<file path="config.mk">
export PLATFORM = sky130hd
export DESIGN_NAME = unix_to_volume_path_translator
export DESIGN_NICKNAME = d
export VERILOG_FILES = /design/src/hw/rtl/uvpt_pkg.sv /design/src/hw/rtl/uvpt_front.sv /design/src/hw/rtl/uvpt_queue.sv /design/src/hw/rtl/uvpt_back.sv /design/src/hw/rtl/unix_to_volume_path_translator.sv
export SDC_FILE = /design/constraint.sdc
export NUM_CORES = 1
export LEC_CHECK = 0
export BUFFER_PORTS_ARGS = -buffer_cell sky130_fd_sc_hd__buf_2
export CORE_UTILIZATION = 40
export DETAILED_ROUTE_END_ITERATION = 8
export PLACE_DENSITY_LB_ADDON = 0.05
export SYNTH_ARGS = -nofsm -noshare
export SYNTH_HDL_FRONTEND = slang
export SYNTH_SLANG_ARGS = --single-unit
</file>
<file path="constraint.sdc">
create_clock -name i_clk -period 25.3 [get_ports i_clk]
set_input_delay 5.06 -clock i_clk [delete_from_list [all_inputs] [get_ports i_clk]]
set_output_delay 5.06 -clock i_clk [all_outputs]
set_load 0.02 [all_outputs]
</file>
<file path="src/hw/rtl/uvpt_pkg.sv">
package uvpt_pkg;

    localparam logic [7:0] CH_NUL   = 8'h00;
    localparam logic [7:0] CH_DOT   = 8'h2E;
    localparam logic [7:0] CH_SLASH = 8'h2F;
    localparam logic [7:0] CH_COLON = 8'h3A;

    localparam int unsigned MAX_RESULTS = 3;

    typedef enum logic [5:0] {
        M_LEAD  = 6'b000001,
        M_SEG   = 6'b000010,
        M_TEXT  = 6'b000100,
        M_DOT1  = 6'b001000,
        M_DOT2  = 6'b010000,
        M_SLASH = 6'b100000
    } t_mode;

    typedef enum logic [1:0] {
        SEP_NONE  = 2'd0,
        SEP_SLASH = 2'd1,
        SEP_COLON = 2'd2
    } t_sep;

    typedef struct packed {
        logic [MAX_RESULTS-1:0][7:0] chars;
        logic [1:0]                  cnt;
        logic                        done;
    } t_entry;

endpackage

</file>
<file path="src/hw/rtl/uvpt_front.sv">
module uvpt_front (
    input  logic            i_clk,
    input  logic            i_rst_n,
    input  logic            i_accept,
    input  logic [7:0]      i_char,
    output logic            o_push,
    output uvpt_pkg::t_entry o_entry
);
    import uvpt_pkg::*;

    t_mode r_mode, n_mode;
    t_sep  r_sep, n_sep;
    logic  r_vol, n_vol;

    logic [MAX_RESULTS-1:0][7:0] outs;
    logic [1:0]                  n_cnt;
    logic                        ended;

    always_comb begin
        t_mode      m;
        t_sep       p;
        logic       v;
        logic [1:0] n;
        logic       taken;
        logic       fin;
        logic       is_slash;
        logic       is_colon;
        logic       is_dot;
        logic       is_nul;

        m        = r_mode;
        p        = r_sep;
        v        = r_vol;
        n        = 2'd0;
        taken    = 1'b0;
        fin      = 1'b0;
        outs     = '0;
        is_slash = (i_char == CH_SLASH);
        is_colon = (i_char == CH_COLON);
        is_dot   = (i_char == CH_DOT);
        is_nul   = (i_char == CH_NUL);

        for (int k = 0; k < 4; k++) begin
            if (!taken) begin
                case (m)
                    M_LEAD: begin
                        if (is_slash) begin
                            v     = 1'b1;
                            taken = 1'b1;
                        end else begin
                            m = M_SEG;
                        end
                    end
                    M_SEG: begin
                        if (is_dot) begin
                            m     = M_DOT1;
                            taken = 1'b1;
                        end else begin
                            m = M_TEXT;
                        end
                    end
                    M_TEXT: begin
                        if (is_slash) begin
                            p = SEP_SLASH;
                            m = M_SLASH;
                        end else if (is_colon) begin
                            p = SEP_COLON;
                            m = M_SLASH;
                        end else if (is_nul) begin
                            fin = 1'b1;
                        end else begin
                            outs[n] = i_char;
                            n       = n + 2'd1;
                        end
                        taken = 1'b1;
                    end
                    M_DOT1: begin
                        if (is_nul) begin
                            fin = 1'b1;
                        end else if (is_dot) begin
                            m = M_DOT2;
                        end else if (is_slash) begin
                            p = SEP_NONE;
                            m = M_SLASH;
                        end else begin
                            outs[n] = CH_DOT;
                            n       = n + 2'd1;
                            outs[n] = i_char;
                            n       = n + 2'd1;
                            m       = M_TEXT;
                        end
                        taken = 1'b1;
                    end
                    M_DOT2: begin
                        if (is_slash || is_nul) begin
                            p = SEP_SLASH;
                            m = M_SLASH;
                        end else begin
                            outs[n] = CH_DOT;
                            n       = n + 2'd1;
                            outs[n] = CH_DOT;
                            n       = n + 2'd1;
                            outs[n] = i_char;
                            n       = n + 2'd1;
                            m       = M_TEXT;
                            taken   = 1'b1;
                        end
                    end
                    M_SLASH: begin
                        if (is_slash) begin
                            taken = 1'b1;
                        end else begin
                            if (v) begin
                                v = 1'b0;
                                p = SEP_COLON;
                            end
                            case (p)
                                SEP_SLASH: begin
                                    outs[n] = CH_SLASH;
                                    n       = n + 2'd1;
                                end
                                SEP_COLON: begin
                                    outs[n] = CH_COLON;
                                    n       = n + 2'd1;
                                end
                                default: begin
                                end
                            endcase
                            m = M_SEG;
                        end
                    end
                    default: begin
                        m = M_LEAD;
                    end
                endcase
            end
        end

        if (fin) begin
            if (v) begin
                outs[n] = CH_COLON;
                n       = n + 2'd1;
            end
            outs[n] = CH_NUL;
            n       = n + 2'd1;
            m       = M_LEAD;
            p       = SEP_NONE;
            v       = 1'b0;
        end

        n_mode = m;
        n_sep  = p;
        n_vol  = v;
        n_cnt  = n;
        ended  = fin;
    end

    always_ff @(posedge i_clk) begin
        if (!i_rst_n) begin
            r_mode <= M_LEAD;
            r_sep  <= SEP_NONE;
            r_vol  <= 1'b0;
        end else if (i_accept) begin
            r_mode <= n_mode;
            r_sep  <= n_sep;
            r_vol  <= n_vol;
        end
    end

    assign o_push        = i_accept && (n_cnt != 2'd0);
    assign o_entry.chars = outs;
    assign o_entry.cnt   = n_cnt;
    assign o_entry.done  = ended;

endmodule

</file>
<file path="src/hw/rtl/uvpt_queue.sv">
module uvpt_queue #(
    parameter int unsigned DEPTH = 4
) (
    input  logic             i_clk,
    input  logic             i_rst_n,
    input  logic             i_push,
    input  uvpt_pkg::t_entry i_entry,
    output logic             o_full,
    output logic             o_valid,
    output uvpt_pkg::t_entry o_head,
    input  logic             i_pop
);
    import uvpt_pkg::*;

    localparam int unsigned PTR_W = $clog2(DEPTH);
    localparam int unsigned CNT_W = $clog2(DEPTH + 1);

    t_entry             r_mem [DEPTH];
    logic [PTR_W-1:0]   r_wr_ptr, n_wr_ptr;
    logic [PTR_W-1:0]   r_rd_ptr, n_rd_ptr;
    logic [CNT_W-1:0]   r_cnt, n_cnt;
    logic               do_push;
    logic               do_pop;

    assign o_full  = (r_cnt == CNT_W'(DEPTH));
    assign o_valid = (r_cnt != '0);
    assign o_head  = r_mem[r_rd_ptr];
    assign do_push = i_push && !o_full;
    assign do_pop  = i_pop && o_valid;

    always_comb begin
        n_wr_ptr = r_wr_ptr;
        n_rd_ptr = r_rd_ptr;
        n_cnt    = r_cnt;
        if (do_push) begin
            n_wr_ptr = (r_wr_ptr == PTR_W'(DEPTH - 1)) ? '0 : r_wr_ptr + 1'b1;
        end
        if (do_pop) begin
            n_rd_ptr = (r_rd_ptr == PTR_W'(DEPTH - 1)) ? '0 : r_rd_ptr + 1'b1;
        end
        if (do_push && !do_pop) begin
            n_cnt = r_cnt + 1'b1;
        end else if (do_pop && !do_push) begin
            n_cnt = r_cnt - 1'b1;
        end
    end

    always_ff @(posedge i_clk) begin
        if (!i_rst_n) begin
            r_wr_ptr <= '0;
            r_rd_ptr <= '0;
            r_cnt    <= '0;
        end else begin
            r_wr_ptr <= n_wr_ptr;
            r_rd_ptr <= n_rd_ptr;
            r_cnt    <= n_cnt;
        end
    end

    always_ff @(posedge i_clk) begin
        if (do_push) begin
            r_mem[r_wr_ptr] <= i_entry;
        end
    end

endmodule

</file>
<file path="src/hw/rtl/uvpt_back.sv">
module uvpt_back (
    input  logic             i_clk,
    input  logic             i_rst_n,
    input  logic             i_valid,
    input  uvpt_pkg::t_entry i_head,
    output logic             o_pop,
    output logic             o_tvalid,
    input  logic             i_tready,
    output logic [7:0]       o_tdata,
    output logic             o_tlast,
    output logic             o_tuser
);
    import uvpt_pkg::*;

    logic       r_valid;
    t_entry     r_ent;
    logic [1:0] r_idx;
    logic       at_last;
    logic       load;

    assign at_last  = (r_idx == (r_ent.cnt - 2'd1));
    assign load     = i_valid && (!r_valid || (i_tready && at_last));
    assign o_pop    = load;
    assign o_tvalid = r_valid;
    assign o_tdata  = r_ent.chars[r_idx];
    assign o_tlast  = at_last;
    assign o_tuser  = r_ent.done && at_last;

    always_ff @(posedge i_clk) begin
        if (!i_rst_n) begin
            r_valid <= 1'b0;
            r_idx   <= 2'd0;
        end else if (load) begin
            r_valid <= 1'b1;
            r_idx   <= 2'd0;
        end else if (r_valid && i_tready) begin
            if (at_last) begin
                r_valid <= 1'b0;
                r_idx   <= 2'd0;
            end else begin
                r_idx <= r_idx + 2'd1;
            end
        end
    end

    always_ff @(posedge i_clk) begin
        if (load) begin
            r_ent <= i_head;
        end
    end

endmodule

</file>
<file path="src/hw/rtl/unix_to_volume_path_translator.sv">
// Translates a Unix-style path, one character per input word, into a volume-style path that
// leaves as a stream of output words, with tlast on the final word caused by each input and
// tuser on the terminating zero. Input words are accepted one per cycle while the queue is not
// full, which holds as long as each yields at most one output word and the output is ready; an
// input that yields two or three words (a kept dot prefix, a parent segment or the end of the
// path) keeps the output busy longer, and the queue of QUEUE_DEPTH translated entries between
// the front and back halves absorbs such bursts before the input is stalled. Inputs that yield
// nothing produce no word and queue no entry. The first word of an input is registered in the
// queue and then in the back half's entry register; earlier entries or output stalls delay it.
module unix_to_volume_path_translator #(
    parameter int unsigned QUEUE_DEPTH = 4
) (
    input  logic       i_clk,
    input  logic       i_rst_n,
    input  logic       i_s_axis_tvalid,
    output logic       o_s_axis_tready,
    input  logic [7:0] i_s_axis_tdata,  // [7:0] char_in
    output logic       o_m_axis_tvalid,
    input  logic       i_m_axis_tready,
    output logic [7:0] o_m_axis_tdata,  // [7:0] char_out
    output logic       o_m_axis_tlast,
    output logic       o_m_axis_tuser   // [0] path_done
);
    import uvpt_pkg::*;

    logic   in_accept;
    logic   push;
    logic   full;
    logic   q_valid;
    logic   pop;
    t_entry entry;
    t_entry head;

    assign o_s_axis_tready = !full;
    assign in_accept       = i_s_axis_tvalid && o_s_axis_tready;

    uvpt_front u_front (
        .i_clk    (i_clk),
        .i_rst_n  (i_rst_n),
        .i_accept (in_accept),
        .i_char   (i_s_axis_tdata),
        .o_push   (push),
        .o_entry  (entry)
    );

    uvpt_queue #(
        .DEPTH (QUEUE_DEPTH)
    ) u_queue (
        .i_clk   (i_clk),
        .i_rst_n (i_rst_n),
        .i_push  (push),
        .i_entry (entry),
        .o_full  (full),
        .o_valid (q_valid),
        .o_head  (head),
        .i_pop   (pop)
    );

    uvpt_back u_back (
        .i_clk    (i_clk),
        .i_rst_n  (i_rst_n),
        .i_valid  (q_valid),
        .i_head   (head),
        .o_pop    (pop),
        .o_tvalid (o_m_axis_tvalid),
        .i_tready (i_m_axis_tready),
        .o_tdata  (o_m_axis_tdata),
        .o_tlast  (o_m_axis_tlast),
        .o_tuser  (o_m_axis_tuser)
    );

    // The terminator is always the final word of its input.
    a_done_is_last: assert property (@(posedge i_clk) disable iff (!i_rst_n)
        (o_m_axis_tvalid && o_m_axis_tuser) |-> o_m_axis_tlast)
        else $error("path_done without tlast");

    // The terminating word carries a zero character.
    a_done_is_nul: assert property (@(posedge i_clk) disable iff (!i_rst_n)
        (o_m_axis_tvalid && o_m_axis_tuser) |-> (o_m_axis_tdata == CH_NUL))
        else $error("terminator word is not zero");

    // An accepted end of path always queues a terminating entry.
    a_nul_pushes: assert property (@(posedge i_clk) disable iff (!i_rst_n)
        (in_accept && (i_s_axis_tdata == CH_NUL)) |-> (push && entry.done))
        else $error("end of path produced no terminator entry");

    // The back half only takes an entry that the queue holds.
    a_pop_valid: assert property (@(posedge i_clk) disable iff (!i_rst_n)
        pop |-> q_valid)
        else $error("pop from empty queue");

endmodule
</file>
==> results.json, run 1 <==
{
  "rsz0062_at_grt": "no",
  "netlist_instances": 791,
  "core-area_um2": 21300,
  "critPathMaxStageDelay_ns": 0.59,
  "cts_resized": 0,
  "drv_slew": 0,
  "slowest_stage": "nor4_2",
  "grt_max_degree": 31,
  "root_buffer": "clkbuf_16",
  "num_vias": 6617,
  "synth_top_area_cell": "edfxtp_1",
  "ys_ff_latch": 154,
  "cts.hold.buffers_added": 0,
  "synthTopCellsByCount": "135 x edfxtp_1, 71 x nand2_1, 52 x o21ai_0, 47 x nor2_1, 36 x inv_1",
  "area.sequential_um2": 4440,
  "first_pass_iters": 7,
  "grt.total_usage_pct": 25.0,
  "final_hold_viol_count": 0,
  "grt_pass1_wl_um": 41000,
  "syn_avg_cell_area_um2": 11.1,
  "switchingPower_w": 0.000323,
  "end_kind": "flop",
  "crit_fanout": 18,
  "layout.nets": 842,
  "wirelength_um": 26900,
  "p_seq_share_pct": 42.2,
  "syn_to_final_growth_pct": 10.3,
  "fillCellCount": 2014,
  "synth_edf_count": 135,
  "hold_slack_ns": 0.511,
  "post-cts-setup-buffers": 0,
  "final.period_utilization_pct": 50.9,
  "synth_area_leaders": "edfxtp_1 46%, mux4_2 6.9%, ha_1 4.8%",
  "multi_input_area_um2": 4000,
  "outcome": "completed",
  "place_hpwl_um": 19900,
  "hp-class": "flop to flop",
  "clkTransAtPathRegs_ns": 0.06,
  "path_common_cell": "ha_1",
  "n_antenna_cell": 0,
  "synth_top_area_share_pct": 46.1,
  "utilization_pct": 45.5,
  "ys_warn_count": 0,
  "netlist_area_um2": 8790,
  "synthesis.nets": 838,
  "clock_latency_ns": 0.42,
  "cts_tree": "built",
  "crit_path_start_kind": "primary input",
  "port_buffers": 23,
  "crit_arrival_ns": 13.23,
  "overflow": 0,
  "leakagePower_nw": 3.40,
  "avgRoutedWirePerCell_um": 24.9,
  "fp.dieH_um": 150,
  "grt_pass1_vias": 6634,
  "fin_skew_ns": 0.0144,
  "ir_worst_vdd_mv": 0.0460,
  "max_slew.worst_pin.slew_ns": 1.10,
  "drcViolationCount": 0,
  "synth.distinct_cells": 76,
  "slew-limit-headroom_pct": 26.3,
  "die_w_um": 150,
  "pin_count": 24,
  "rows": 53,
  "drv_cap": 0,
  "pwr-share-comb_pct": 31.1,
  "dp_slack_ns": 12.10,
  "drive_above_1_share_pct": 14.2,
  "fin_ws_ns": 12.42,
  "power_density_nw_per_um2": 96.5,
  "clockBufferDepth": 2,
  "p_sw_share_pct": 34.6,
  "grt_antenna_before_repair": 0,
  "drtIter0Drc": 582,
  "drtAntennaViolNets": 0,
  "clock_sinks": 154,
  "numCtsBuffers": 17,
  "setup_tns_ns": 0,
  "p_clk_share_pct": 26.7,
  "crit_type": "primary input to flop",
  "synth_most_common_cell": "edfxtp_1",
  "die-area_um2": 22600,
  "gp_congestion": 0.959,
  "intPower_w": 0.000612,
  "ys_seq_area_share_pct": 50.4,
  "start_util_pct": 41.3,
  "setup_viol": 0,
  "cp.required_ns": 25.65,
  "period_needed_ns": 12.88,
  "synthFlopType": "edfxtp_1",
  "max_freq_ghz": 0.0776,
  "async_flop_share_pct": 0,
  "via_per_inst": 6.11,
  "htreeDepth": 4
}
per-layer routing:
layer / part of all wire (%) / global-route usage, %
met5: 0 / 0
met4: 4.8 / 13.5
met3: 5.1 / 3.12
met2: 49 / 42.5
met1: 41 / 31.0
metrics by stage:
stage	std cells	instance area [um2]	power, W
finish	1083	9690	0.000935
floorplan	791	8790	0.000595
global placement	1051	9110	0.000687
detailed placement	1051	9110	0.000694
global route	1083	9690	0.000987
CTS	1083	9690	0.000944
worst max-delay path: cells and delay by family:
kind            cells  cell delay [ns]
fa+ha+maj           7             2.25
xor+xnor            1             0.17
buf+inv             3             0.77
compound gates     11             2.81
simple gates        6             1.93
mux                 1             0.19
flip-flops by register name, indices dropped and copies added, names as in the netlist, 2 cells and up:
register and count:
u_back.r_idx 2, u_queue.r_mem 108, u_queue.r_rd_ptr 2, u_back.r_ent 27, u_front.r_sep 2, u_front.r_mode 6, u_queue.r_cnt 3, u_queue.r_wr_ptr 2
cells by family after synthesis:
family	count (synthesis)	synth area share [%]
mux	41	8.51
buf+inv	86	4.03
compound gates	206	15.9
fa+ha+maj	35	5.07
xor+xnor	8	0.883
flops	154	50.4
simple gates	261	15.2
worst paths after layout:
path | from | to | slack, ns | cells after the start
max | i_s_axis_tdata[4] | u_queue.r_cnt[2] | 12.42 | 29
min | u_queue.r_wr_ptr[1] | u_queue.r_wr_ptr[1] | 0.51 | 2
max reg2reg | u_front.r_mode[0] | u_queue.r_cnt[2] | 16.95 | 29
min reg2reg | u_queue.r_wr_ptr[1] | u_queue.r_wr_ptr[1] | 0.51 | 2
cell usage in the layout (no fill, tap or decap), types with 10 or more instances in the layout:
master	netlist	layout
a22oi_1	11	11
inv_1	36	36
nand3_1	28	28
and2_1	17	17
nand2_1	71	71
a31oi_1	15	15
o21ai_0	52	52
buf_4	0	10
a21oi_1	34	34
clkbuf_16	0	17
ha_1	34	34
and3_1	14	14
mux2i_1	14	14
nor2_1	47	47
mux4_2	27	27
dfxtp_1	19	18
edfxtp_1	135	135
nor2b_1	13	13
nor3_1	19	19
buf_2	1	23
layout make-up:
cell class / instances / area share, %
Clock inverter: 14 / 1.54
Timing Repair Buffer: 33 / 1.96
Inverter: 38 / 1.47
Clock buffer: 18 / 4.43
Tap cell: 275 / 3.55
Sequential cell: 154 / 45.8
Multi-Input combinational cell: 551 / 41.3
power by group through the flow:
stage	registers, W	logic, W	clock network, W
final	0.000395	0.000291	0.000249
after floorplan	0.000380	0.000216	0
after global routing	0.000403	0.000319	0.000264
after detailed placement	0.000403	0.000291	0
after CTS	0.000398	0.000293	0.000254
after global placement	0.000399	0.000288	0
Power figures use the tool's default switching activity.
==> run 2, diff against run 1 <==
--- a/config.mk
+++ b/config.mk
@@ -5,6 +5,7 @@
 export SDC_FILE = /design/constraint.sdc
 export NUM_CORES = 1
 export LEC_CHECK = 0
+export ABC_AREA = 1
 export BUFFER_PORTS_ARGS = -buffer_cell sky130_fd_sc_hd__buf_2
 export CORE_UTILIZATION = 40
 export DETAILED_ROUTE_END_ITERATION = 8
==> constraint.sdc (replaced) <==
create_clock -name i_clk -period 13.5 [get_ports i_clk]
set_input_delay 2.7 -clock i_clk [delete_from_list [all_inputs] [get_ports i_clk]]
set_output_delay 2.7 -clock i_clk [all_outputs]
set_load 0.02 [all_outputs]
==> run 2 against run 1 <==
Compared with the run above:
- the flow now finishes with violations (DRC)
- synthesized cell count up 78%
- synthesized area is 23% higher
- clock skew rose by 0.0016 ns
- first-iteration DRC count increased by 54%
- highest routed layer unchanged
==> results.json, run 2 <==
{
  "rows": 59,
  "avgRoutedWirePerCell_um": 20.6,
  "grt_pass1_wl_um": 56200,
  "fp.dieH_um": 166,
  "ir_worst_vdd_mv": 0.0839,
  "cts_tree": "built",
  "end_kind": "flop",
  "rsz0062_at_grt": "no",
  "start_util_pct": 41.1,
  "pin_count": 24,
  "synth_top_area_share_pct": 37.5,
  "synth_top_area_cell": "edfxtp_1",
  "die-area_um2": 27700,
  "drtIter0Drc": 897,
  "critPathMaxStageDelay_ns": 0.40,
  "min_path_cells": 2,
  "synthTopCellsByCount": "309 x nand2_1, 159 x nor2_1, 135 x edfxtp_1, 135 x nand3_1, 126 x o21ai_0",
  "place_hpwl_um": 26600,
  "num_vias": 9928,
  "largest_register": "u_queue.r_mem",
  "dp_cells": 1719,
  "p_seq_share_pct": 33.5,
  "gp_congestion": 0.967,
  "drv_cap": 0,
  "setup_tns_ns": 0,
  "die_w_um": 166,
  "core-area_um2": 26300,
  "clkTransAtPathRegs_ns": 0.07,
  "cts.hold.buffers_added": 0,
  "overflow": 0,
  "layout.nets": 1451,
  "max_slew.worst_pin.slew_ns": 1.08,
  "final.period_utilization_pct": 73.4,
  "clockBufferDepth": 2,
  "violations": "DRC",
  "synth_fa_ha_area_share_pct": 4.24,
  "drtAntennaViolNets": 0,
  "syn_to_final_growth_pct": 8.29,
  "synth_most_common_cell": "nand2_1",
  "synth_mux_area_share_pct": 0,
  "path_common_cell": "nand2_1",
  "syn_avg_cell_area_um2": 7.68,
  "netlist_instances": 1407,
  "drive_above_1_share_pct": 11.7,
  "fin_skew_ns": 0.0160,
  "layout_common_cells": "309 x nand2_1, 154 x nor2_1, 135 x nand3_1, 135 x edfxtp_1, 126 x o21ai_0",
  "whs_endpoint": "u_queue.r_cnt[2]",
  "finalNonFillerCells": 1751,
  "hp-class": "flop to flop",
  "power_density_nw_per_um2": 197,
  "wirelength_um": 36000,
  "synth_xor_xnor_area_share_pct": 0.162,
  "ys_warn_count": 0,
  "final_hold_viol_count": 0,
  "slew-limit-headroom_pct": 27.7,
  "period_needed_ns": 9.91,
  "utilization_pct": 44.5,
  "first_pass_iters": 7,
  "p_sw_share_pct": 44.2,
  "root_buffer": "clkbuf_16",
  "synth_compound_area_share_pct": 16.4,
  "clock_sinks": 154,
  "netlist_area_um2": 10800,
  "grt_pass1_vias": 9568,
  "dp_slack_ns": 3.26,
  "crit_path_start_kind": "primary input",
  "crit_type": "primary input to flop",
  "layout_commonest_cell": "nand2_1",
  "crit_arrival_ns": 10.22,
  "cp.required_ns": 13.81,
  "htreeDepth": 4,
  "drv_slew": 0,
  "reg2reg_to": "u_queue.r_cnt[2]",
  "synth_area_leaders": "edfxtp_1 38%, nand2_1 11%, nand3_1 6.3%",
  "reg.largest.list": "u_queue.r_mem (108), u_back.r_ent (27), u_front.r_mode (6)",
  "outcome": "finished, violations left",
  "switchingPower_w": 0.00102,
  "regToRegSetupSlack_ns": 6.05,
  "port_buffers": 23,
  "grt_max_degree": 58,
  "pwr-share-comb_pct": 46.9,
  "synthesis.nets": 1455,
  "r2r_cells": 40,
  "slowest_stage": "nand4_2",
  "ys_ff_latch": 154,
  "synthFlopType": "edfxtp_1",
  "r2r_start": "u_front.r_mode[5]",
  "synth.distinct_cells": 59,
  "crit_fanout": 36,
  "clock_latency_ns": 0.42,
  "grt.total_usage_pct": 26.5,
  "drcViolationCount": 2,
  "synth_simple_gate_area_share_pct": 30.2,
  "intPower_w": 0.00129,
  "async_flop_share_pct": 0,
  "ys_seq_area_share_pct": 41.1,
  "leakagePower_nw": 4.93,
  "n_antenna_cell": 0,
  "cts_resized": 0,
  "p_clk_share_pct": 19.6,
  "fin_ws_ns": 3.59,
  "largest_reg_flops": 108,
  "setup_viol": 0,
  "max_freq_ghz": 0.101,
  "hp-start": "u_queue.r_cnt[2]",
  "grt_antenna_before_repair": 0,
  "numCtsBuffers": 17,
  "post-cts-setup-buffers": 0,
  "via_per_inst": 5.67,
  "synth_edf_count": 135,
  "synth_top_family_by_area": "simple AND/OR/NAND/NOR gates"
}
==> run 2: cell types whose count changed after synthesis, sizes merged, moves of 16 or more <==
cell	previous run	this run
o21ai	54	143
inv	37	140
o211ai	6	27
nor2	48	178
nand3	28	141
and2	18	1
mux4	27	0
a21oi	36	60
nand2	72	344
buf	14	30
o22ai	8	36
==> run 2: per-stage QoR <==
stage	area, um2	hold WS, ns	power, W
global placement	11100	0.479	0.00186
detailed placement	11100	0.479	0.00186
finish	11700	0.490	0.00231
floorplan	10800	0.451	0.00153
CTS	11700	0.490	0.00231
global route	11700	0.529	0.00248
==> run 2: area by class of cell <==
type	instances	area (um2)
Clock buffer	17	425
Clock inverter	15	138
Fill cell	2740	14600
Inverter	145	562
Multi-Input combinational cell	1050	5510
Sequential cell	154	4440
Tap cell	335	419
Timing Repair Buffer	35	205
==> run 2: worst max-delay path, delay by kind of cell <==
family	cells	cell delay [ns]
compound gates	5	0.67
fa+ha+maj	6	1.62
buf+inv	8	1.47
simple gates	22	3.70
==> run 2: worst max-delay path by stage <==
stage | from | end | cells past startpoint
finish | i_s_axis_tdata[0] | u_queue.r_cnt[2] | 41
global route | i_s_axis_tdata[0] | u_queue.r_cnt[2] | 43
CTS | i_s_axis_tdata[0] | u_queue.r_cnt[2] | 41
detailed placement | i_s_axis_tdata[0] | u_queue.r_cnt[2] | 41
global placement | i_s_axis_tdata[0] | u_queue.r_cnt[2] | 43
floorplan | i_s_axis_tdata[7] | u_queue.r_mem[0][0] | 38
==> run 2: power by group through the flow <==
stage,registers [W],clock network [W],logic (W)
final,0.000772,0.000452,0.00108
after CTS,0.000774,0.000462,0.00108
after global routing,0.000785,0.000482,0.00121
after global placement,0.000783,0,0.00108
after floorplan,0.000774,0,0.000754
after detailed placement,0.000784,0,0.00107
==> run 2: cells by family (layout without fill, tap and decap cells) <==
family,Yosys count,count (layout)
AOI/OAI and AO/OA,306,306
DFF,154,154
adders and majority gates,36,36
buffers and inverters,203,212
and+or+nand+nor,706,706
xor gates and xnor gates,2,2
==> run 2: metal layers <==
metal  vias to the layer above  share of wire, %  GRT usage (%)
li1                       4827                 -              -
met1                      4659                43           33.7
met2                       355                48           45.8
met3                        87               4.5           2.36
met4                         0               3.7           11.9
met5                         -                 0              0
